<file path="config.mk">
export PLATFORM = sky130hd
export DESIGN_NAME = pmsm_cell
export DESIGN_NICKNAME = d
export VERILOG_FILES = /design/src/design/pmsm_pkg.sv /design/src/design/pmsm_cell.sv
export SDC_FILE = /design/constraint.sdc
export NUM_CORES = 2
export LEC_CHECK = 0
export BUFFER_PORTS_ARGS = -buffer_cell sky130_fd_sc_hd__buf_2
export CORE_ASPECT_RATIO = 1.1
export CORE_MARGIN = 1
export CORE_UTILIZATION = 53
export DETAILED_ROUTE_END_ITERATION = 8
export PLACE_DENSITY = 0.69
export SLEW_MARGIN = 20
export SYNTH_ARGS = -nofsm -noshare
export SYNTH_HDL_FRONTEND = slang
export SYNTH_SLANG_ARGS = --single-unit
export TNS_END_PERCENT = 5
</file>
<file path="constraint.sdc">
create_clock -name aclk -period 6.55 [get_ports aclk]
set_input_delay 0.3275 -clock aclk [delete_from_list [all_inputs] [get_ports aclk]]
set_output_delay 0.3275 -clock aclk [all_outputs]
set_load 0.005 [all_outputs]
</file>
<file path="src/design/pmsm_pkg.sv">
// Shared types and constants for the pair merge score block.
// No dependencies; imported by every module of the block.
package pmsm_pkg;

    localparam int HIDDEN_DIM_DEF = 64;
    localparam int K_MAX_W        = 11;   // column index width for up to 2048 joint elements
    localparam int ACC_W          = 48;   // exact hidden pre-activation sum
    localparam int SCORE_W        = 48;   // exact score sum

    typedef enum logic [1:0] {
        CMD_WEIGHT  = 2'd0,
        CMD_BIAS    = 2'd1,
        CMD_SWEIGHT = 2'd2,
        CMD_FEATURE = 2'd3
    } cmd_t;

    typedef enum logic [1:0] {
        ST_IDLE,
        ST_RUN,
        ST_DRAIN,
        ST_HOLD
    } state_t;

    typedef struct packed {
        cmd_t               command;
        logic [12:0]        index;
        logic signed [15:0] value;
        logic               last;
    } in_item_t;

    typedef struct packed {
        logic signed [31:0] score;
        logic               saturated;
    } out_item_t;

    // Joint element travelling down the cell row.
    typedef struct packed {
        logic               valid;
        logic               first;
        logic               lastk;
        logic [K_MAX_W-1:0] k;
        logic signed [15:0] j;
    } tok_t;

    // Partial score travelling down the cell row.
    typedef struct packed {
        logic                      valid;
        logic                      sat;
        logic signed [SCORE_W-1:0] sum;
    } link_t;

endpackage

</file>
<file path="src/design/pmsm_cell.sv">
// One hidden unit: weight row memory, bias, score weight, MAC and score link.
// Depends on pmsm_pkg.
module pmsm_cell
    import pmsm_pkg::*;
#(
    parameter int HIDDEN_DIM = HIDDEN_DIM_DEF,
    parameter int CELL_IDX   = 0
) (
    input  logic     aclk,
    input  logic     aresetn,
    input  logic     wr_en,
    input  in_item_t wr_item,
    input  tok_t     tok_in,
    output tok_t     tok_out,
    input  link_t    link_in,
    output link_t    link_out
);

    localparam int JOINT_DIM = 2 * HIDDEN_DIM;
    localparam int CW        = (JOINT_DIM > 1) ? $clog2(JOINT_DIM) : 1;
    localparam int ROW_BASE  = CELL_IDX * JOINT_DIM;

    logic signed [15:0] wmem [JOINT_DIM];
    logic signed [15:0] w_reg;
    logic signed [15:0] bias_reg;
    logic signed [15:0] sw_reg;
    tok_t               a_reg;
    logic signed [31:0] prod_reg;
    logic               b_valid_reg, b_first_reg, b_last_reg;
    logic signed [ACC_W-1:0] acc_reg;
    logic               c_last_reg;
    logic [14:0]        h_reg;
    logic               hsat_reg, d_valid_reg;
    logic signed [32:0] sp_reg;
    logic               e_valid_reg, e_sat_reg;
    link_t              out_reg;

    logic               in_row;
    logic [CW-1:0]      col;
    logic signed [ACC_W-1:0] acc_next;
    logic signed [ACC_W-1:0] rnd;
    logic [14:0]        h_next;
    logic               hsat_next;

    always_comb begin
        in_row = (int'(wr_item.index) >= ROW_BASE) &&
                 (int'(wr_item.index) < ROW_BASE + JOINT_DIM);
        col    = CW'(int'(wr_item.index) - ROW_BASE);
    end

    // store writes
    always_ff @(posedge aclk) begin
        if (wr_en && wr_item.command == CMD_WEIGHT && in_row) begin
            wmem[col] <= wr_item.value;
        end
        if (wr_en && wr_item.command == CMD_BIAS && int'(wr_item.index) == CELL_IDX) begin
            bias_reg <= wr_item.value;
        end
        if (wr_en && wr_item.command == CMD_SWEIGHT && int'(wr_item.index) == CELL_IDX) begin
            sw_reg <= wr_item.value;
        end
        w_reg <= wmem[tok_in.k[CW-1:0]];
    end

    always_comb begin
        if (b_first_reg) begin
            acc_next = (ACC_W'(bias_reg) <<< 12) + ACC_W'(prod_reg);
        end else begin
            acc_next = acc_reg + ACC_W'(prod_reg);
        end
        // ReLU, round half up, clamp to Q4.12
        rnd       = (acc_reg + ACC_W'(2048)) >>> 12;
        h_next    = '0;
        hsat_next = 1'b0;
        if (acc_reg > 0) begin
            if (rnd > ACC_W'(32767)) begin
                h_next    = 15'h7fff;
                hsat_next = 1'b1;
            end else begin
                h_next = rnd[14:0];
            end
        end
    end

    always_ff @(posedge aclk) begin
        if (!aresetn) begin
            a_reg.valid   <= 1'b0;
            b_valid_reg   <= 1'b0;
            c_last_reg    <= 1'b0;
            d_valid_reg   <= 1'b0;
            e_valid_reg   <= 1'b0;
            out_reg.valid <= 1'b0;
        end else begin
            a_reg.valid   <= tok_in.valid;
            b_valid_reg   <= a_reg.valid;
            c_last_reg    <= b_valid_reg && b_last_reg;
            d_valid_reg   <= c_last_reg;
            e_valid_reg   <= d_valid_reg;
            out_reg.valid <= e_valid_reg;
        end
        a_reg.first <= tok_in.first;
        a_reg.lastk <= tok_in.lastk;
        a_reg.k     <= tok_in.k;
        a_reg.j     <= tok_in.j;
        prod_reg    <= w_reg * a_reg.j;
        b_first_reg <= a_reg.first;
        b_last_reg  <= a_reg.lastk;
        if (b_valid_reg) begin
            acc_reg <= acc_next;
        end
        h_reg       <= h_next;
        hsat_reg    <= hsat_next;
        sp_reg      <= $signed({2'b00, h_reg}) * sw_reg;
        e_sat_reg   <= hsat_reg;
        out_reg.sum <= link_in.sum + SCORE_W'(sp_reg);
        out_reg.sat <= link_in.sat | e_sat_reg;
    end

    assign tok_out  = a_reg;
    assign link_out = out_reg;

endmodule

</file>
======== Word-level counts from Yosys, hierarchy flattened ========
Memory sizes are Yosys's and may differ from the RTL's. A register that Yosys moved wholly into a read port is not among the register bits.
Cells that the tools add are included.
word-level totals
  flip-flop bits (word level) ............. 247
  RAM bits ................................ 2048
  input port bits ......................... 115
  output and inout bits ................... 80
  logic and storage cells ................. 49
  memories kept ........................... 1
memories
  name  words  width  read ports  clocked after memory_dff  write ports  RTL line         text
  wmem  128    16     1           1                         1            pmsm_cell.sv:23  logic signed [15:0] wmem [JOINT_DIM];
operators by class
  $add $sub $neg .......................... 4
  $mul .................................... 2
  magnitude comparators ................... 3
  equality and inequality tests ........... 2
  muxes and demuxes ....................... 5
  bitwise operators ....................... 1
  reductions and logical operators ........ 9
operators with widths
  kind                                                   number
  adder 48 x 32 -> 48 bit                                2
  multiplier 16 x 16 -> 32 bit                           2
  adder 48 x 13 -> 48 bit (second input constant)        1
  > comparator 48 x 1 -> 1 bit (second input constant)   1
  2-to-1 mux 48 bit                                      1
  > comparator 36 x 16 -> 1 bit (second input constant)  1
  adder 28 x 32 -> 33 bit                                1
  2-to-1 mux 15 bit                                      1
  zero test 13 bit                                       1
  < comparator 13 x 8 -> 1 bit (second input constant)   1
  logical AND 1 bit                                      7
  2-to-1 mux 1 bit                                       3
  equality test 2 x 1 -> 1 bit (second input constant)   1
  equality test 2 bit (second input constant)            1
  zero test 2 bit                                        1
  bitwise OR 1 bit                                       1

======== Logic depth before layout (Yosys ltp) ========
  word-level depth ........................ 5
  depth in mapped cells ................... 25
  depth with buffers taken out ............ 23

======== Least setup slack after synthesis ========
No wires, ideal clock.
  path type ............................... reg-to-reg
  start point ............................. reg w_reg[7], read port of wmem
  end point ............................... reg prod_reg[31]
  library setup time ...................... 72 ps
  arrival time ............................ 6158 ps
  data required time ...................... 6478 ps
  setup slack ............................. 320 ps
  cell stages (with the launch flop) ...... 25
  path buffers ............................ 2
  clock period less this slack ............ 6230 ps
  cells stage by stage .................... dfxtp_1 -> clkbuf_1 -> nand2_1 -> fa_1 -> inv_1 -> fa_1 -> inv_1 -> fa_1 -> inv_1 -> fa_1 -> fa_1 -> inv_1 -> fa_1 -> inv_1 -> ha_1 -> clkbuf_1 -> o21a_1 -> o21bai_1 -> a21oi_1 -> o32a_1 -> a31o_2 -> o41a_1 -> a211o_1 -> a21oi_1 -> xnor2_1
on the way
  longest elaborated chain between the ends .. 1
RTL lines
  what                          RTL line          text
  start: declaration            pmsm_cell.sv:24   logic signed [15:0] w_reg;
  multiplier 16 x 16 -> 32 bit  pmsm_cell.sv:105  prod_reg <= w_reg * a_reg.j;
  end signal: assignment        pmsm_cell.sv:105
  end: declaration              pmsm_cell.sv:28   logic signed [31:0] prod_reg;
No other way between the ends.
A chain may end at the register's enable or synchronous reset.

======== Worst setup path after layout ========
  start point ............................. reg a_reg (netlist bit tok_out[11])
  end point ............................... reg prod_reg[31]
on the way
  longest elaborated chain between the ends .. 1
RTL lines
  what                          RTL line          text
  start: declaration            pmsm_cell.sv:27   tok_t a_reg;
  multiplier 16 x 16 -> 32 bit  pmsm_cell.sv:105
No other way between the ends.

==> qor_table.md <==
| Metric | This run |
|:---|:---|
| Status | complete, no violations |
| Post-Syn Nets | 7,369 |
| Initial Utilization | 53.5% |
| Vias after detailed routing | 59,000 |
| Hold WC Path Type | primary input to register |
| Clock-pin slew on the worst setup and hold paths | 60 ps |
| H-Tree Level Count | 4 |
| Global route total overflow | 0 |
| Placement Rows | 174 |
| Worst vdd rail ir drop | 1.33 mV |
| Vias in the first global route | 60,500 |
| Initial antenna violation count | 10 |
| Dpl hpwl | 166,000 um |
| Die Y-Extent | 479 um |
| Via-to-Cell Ratio | 5.94 |
| Final Hold Violating Endpoints | 0 |
| Most used standard cell by instance count after synthesis | sky130_fd_sc_hd__edfxtp_1 |
| RSZ-0062 raised after global routing | false |
| Residual DRC count | 0 |
| Layout filler cell count | 14,900 |
| Post-Synthesis Cell Area | 110,000 sq um |
| Maximum number of pins on one net before global-route repair | 85 |
| WP data required | 7290 ps |
| Peak Freq | 0.159 GHz |
| Aggregate routed wire length | 251,000 um |
| Placed cell areas | 115,000 sq um |
| CTS Buf Count | 219 |
| Worst-Skew Late Latency | 910 ps |
| I/O pins | 195 |
| Placed cell count | 9,405 |
| First-pass DRT Iterations | 6 |
| Setup-failing EPs final | 0 |
| ANT nets after route | 0 |
| Worst hold slack after final layout | 32.6 ps |
| Total design power | 0.0644 W |
| Final weighted congestion of routability-driven global placement | 0.883 |
| Overall die area | 209,000 sq um |
| Worst Setup End Kind | register |
| Synth top area cells | sky130_fd_sc_hd__edfxtp_1 (58%), sky130_fd_sc_hd__mux4_2 (14%), sky130_fd_sc_hd__fa_1 (8.1%) |
| Final worst-path cycle share | 96.1% |
| Share of the yosys chip area belonging to registers | 61.6% |
| Setup Crit Path Kind | register to register |
| Width of the die | 436 um |
| Post-synth top flop | sky130_fd_sc_hd__edfxtp_1 |
| Total area of sequential cells | 67,600 sq um |
| Area share of the largest cell type after synthesis | 58.2% |
| Category of the worst setup path launch point | register |
| Post-synthesis instance total | 6,491 |
| Number of flip-flops in the largest register | 2,048 |
| Synthesized flop and latch total | 2,311 |
| Clock tree from TritonCTS | yes |
| Async set-or-reset flop fraction in the synthesized netlist | 0% |
| Wire length of the first global-routing pass | 379,000 um |
| Clock period minus worst slack | 6300 ps |
| Post-layout instance count excluding filler cells | 9,934 |
| Synthesis-to-finish area growth | 12.6% |
| TritonCTS sink count | 2,311 |
| Core area | 205,000 sq um |
| Total routing resource utilization after global routing | 24.2% |
| Starting DRT DRC Count | 5,772 |
| Layout cells sized above 1 | 21.2% |
| Count of port buffers added during placement | 192 |
| Post-route cell area | 124,000 sq um |
| Slew Limit Headroom | 23.2% |
| Post-synth top cells | sky130_fd_sc_hd__edfxtp_1 (2,128), sky130_fd_sc_hd__mux4_2 (672), sky130_fd_sc_hd__inv_1 (573), sky130_fd_sc_hd__fa_1 (445), sky130_fd_sc_hd__nand2_1 (361) |
| Clock tree root driver cell | sky130_fd_sc_hd__clkbuf_16 |
| Average wire per cell in the routed design | 25.3 um |
| Post-synthesis cell type count | 69 |
| PwrDens | 521 nW/um^2 |
| Arrival time reported for the critical path endpoint | 7030 ps |
| Yosys Warn Count | 0 |
| Worst slew pin tran | 1150 ps |
| Final Slew Violations | 0 |
| Worst setup skew after layout | 69.5 ps |
| Crit path max fanout | 10 |
| Bufs on Longest Clock Path | 3 |
| Mean instance size in the synthesized netlist | 16.9 sq um |
| Leakage power total | 44.4 nW |
| Yosys top cell by area | sky130_fd_sc_hd__edfxtp_1 |
| Area of combinational cells with multiple inputs | 39,100 sq um |
| Total negative slack for setup checks | 0 ps |
| Number of enable flip-flop cells after synthesis | 2,128 |
| Number of max-cap violations | 0 |
| Final layout net count | 7,891 |
## placed cells by master (no fill, tap or decap), drive strengths merged, types with 12 or more instances in the layout
cell and count:
nand2 361, o31ai 14, a21o 88, a31oi 21, mux4 672, nor2 241
inv 580, nor2b 34, nand2b 29, xnor2 118, o21bai 18, buf 460
mux2 19, nand4 30, xor2 59, clkbuf 270, o211ai 18, fa 445
dfxtp 183, o21a 23, o21ai 124, clkinvlp 12, nor3 42, and2 257
a21oi 166, nand3 62, clkinv 104, a211oi 17, and3 34, ha 318
edfxtp 2128, dlygate4sd3 105, bufinv 16, nor4 19
## cell type report
cell class                      count  area share, %
Tap cell                         2728           2.76
Inverter                          573           1.74
Antenna cell                        5         0.0101
Sequential cell                  2311           54.7
Multi-Input combinational cell   3343           31.6
Clock inverter                    139           1.12
Clock buffer                      270           4.63
Timing Repair Buffer              565           3.47
## metrics by stage
stage,utilization (%),worst slack (ps)
floorplan,-,320
global placement,56.2,60.8
detailed placement,56.2,7.94
CTS,60.2,5.38
global route,60.3,2.71
finish,60.3,254
## metal layers
layer	track usage, %	up-vias	wire length [um]	part of all wire (%)
met5	0	-	0	0
met4	7.31	0	7300	2.9
met3	3.24	380	15800	6.3
met2	41.0	2177	127000	51
met1	32.9	30900	101000	40
li1	-	25500	-	-
## report_power, final
group          switching (W)  internal (W)
logic                 0.0187        0.0156
registers           0.000435        0.0172
clock network        0.00558       0.00689
total                 0.0247        0.0397
## logic make-up (layout without fill, tap and decap cells)
family / after synthesis / in the layout / share of synthesized area [%]
mux: 696 / 696 / 14.0
simple gates: 1144 / 1144 / 5.07
other cells: 0 / 5 / 0
buf+inv: 837 / 1547 / 2.94
xor+xnor: 177 / 177 / 1.41
fa+ha+maj: 763 / 763 / 11.7
compound gates: 563 / 563 / 3.25
flops: 2311 / 2311 / 61.6
## final timing paths
kind	from	endpoint	slack, ps	cells after the start
worst min register to register	hsat_reg	e_sat_reg	340	0
worst max register to register	tok_out[11]	prod_reg[31]	250	20
worst min-delay path	tok_in[19]	tok_out[19]	30	2
worst max-delay path	tok_out[11]	prod_reg[31]	250	20
## worst max-delay path, cell delays in order (launching register included)
cell and delay [ps]:
sky130_fd_sc_hd__dfxtp_1 610, sky130_fd_sc_hd__buf_4 260, sky130_fd_sc_hd__nand2_1 80, sky130_fd_sc_hd__fa_1 500, sky130_fd_sc_hd__inv_1 50, sky130_fd_sc_hd__fa_1 540
sky130_fd_sc_hd__fa_1 430, sky130_fd_sc_hd__fa_1 480, sky130_fd_sc_hd__fa_1 490, sky130_fd_sc_hd__inv_1 50, sky130_fd_sc_hd__fa_1 480, sky130_fd_sc_hd__inv_1 50
sky130_fd_sc_hd__ha_1 340, sky130_fd_sc_hd__a21oi_2 210, sky130_fd_sc_hd__nor2b_1 80, sky130_fd_sc_hd__o32a_1 360, sky130_fd_sc_hd__a31o_2 270, sky130_fd_sc_hd__o41a_1 370
sky130_fd_sc_hd__a211o_1 280, sky130_fd_sc_hd__a21oi_1 170, sky130_fd_sc_hd__xnor2_1 80
## what timing repair did
action                                  in CTS  in global routing
buffers inserted                             0                 10
hold endpoints to repair                   662                  0
gates resized for setup                      1                 27
hold buffers                               105                  0
pin swaps                                    0                  1
endpoints found under the setup margin       2                  9
Power figures use the tool's default switching activity.
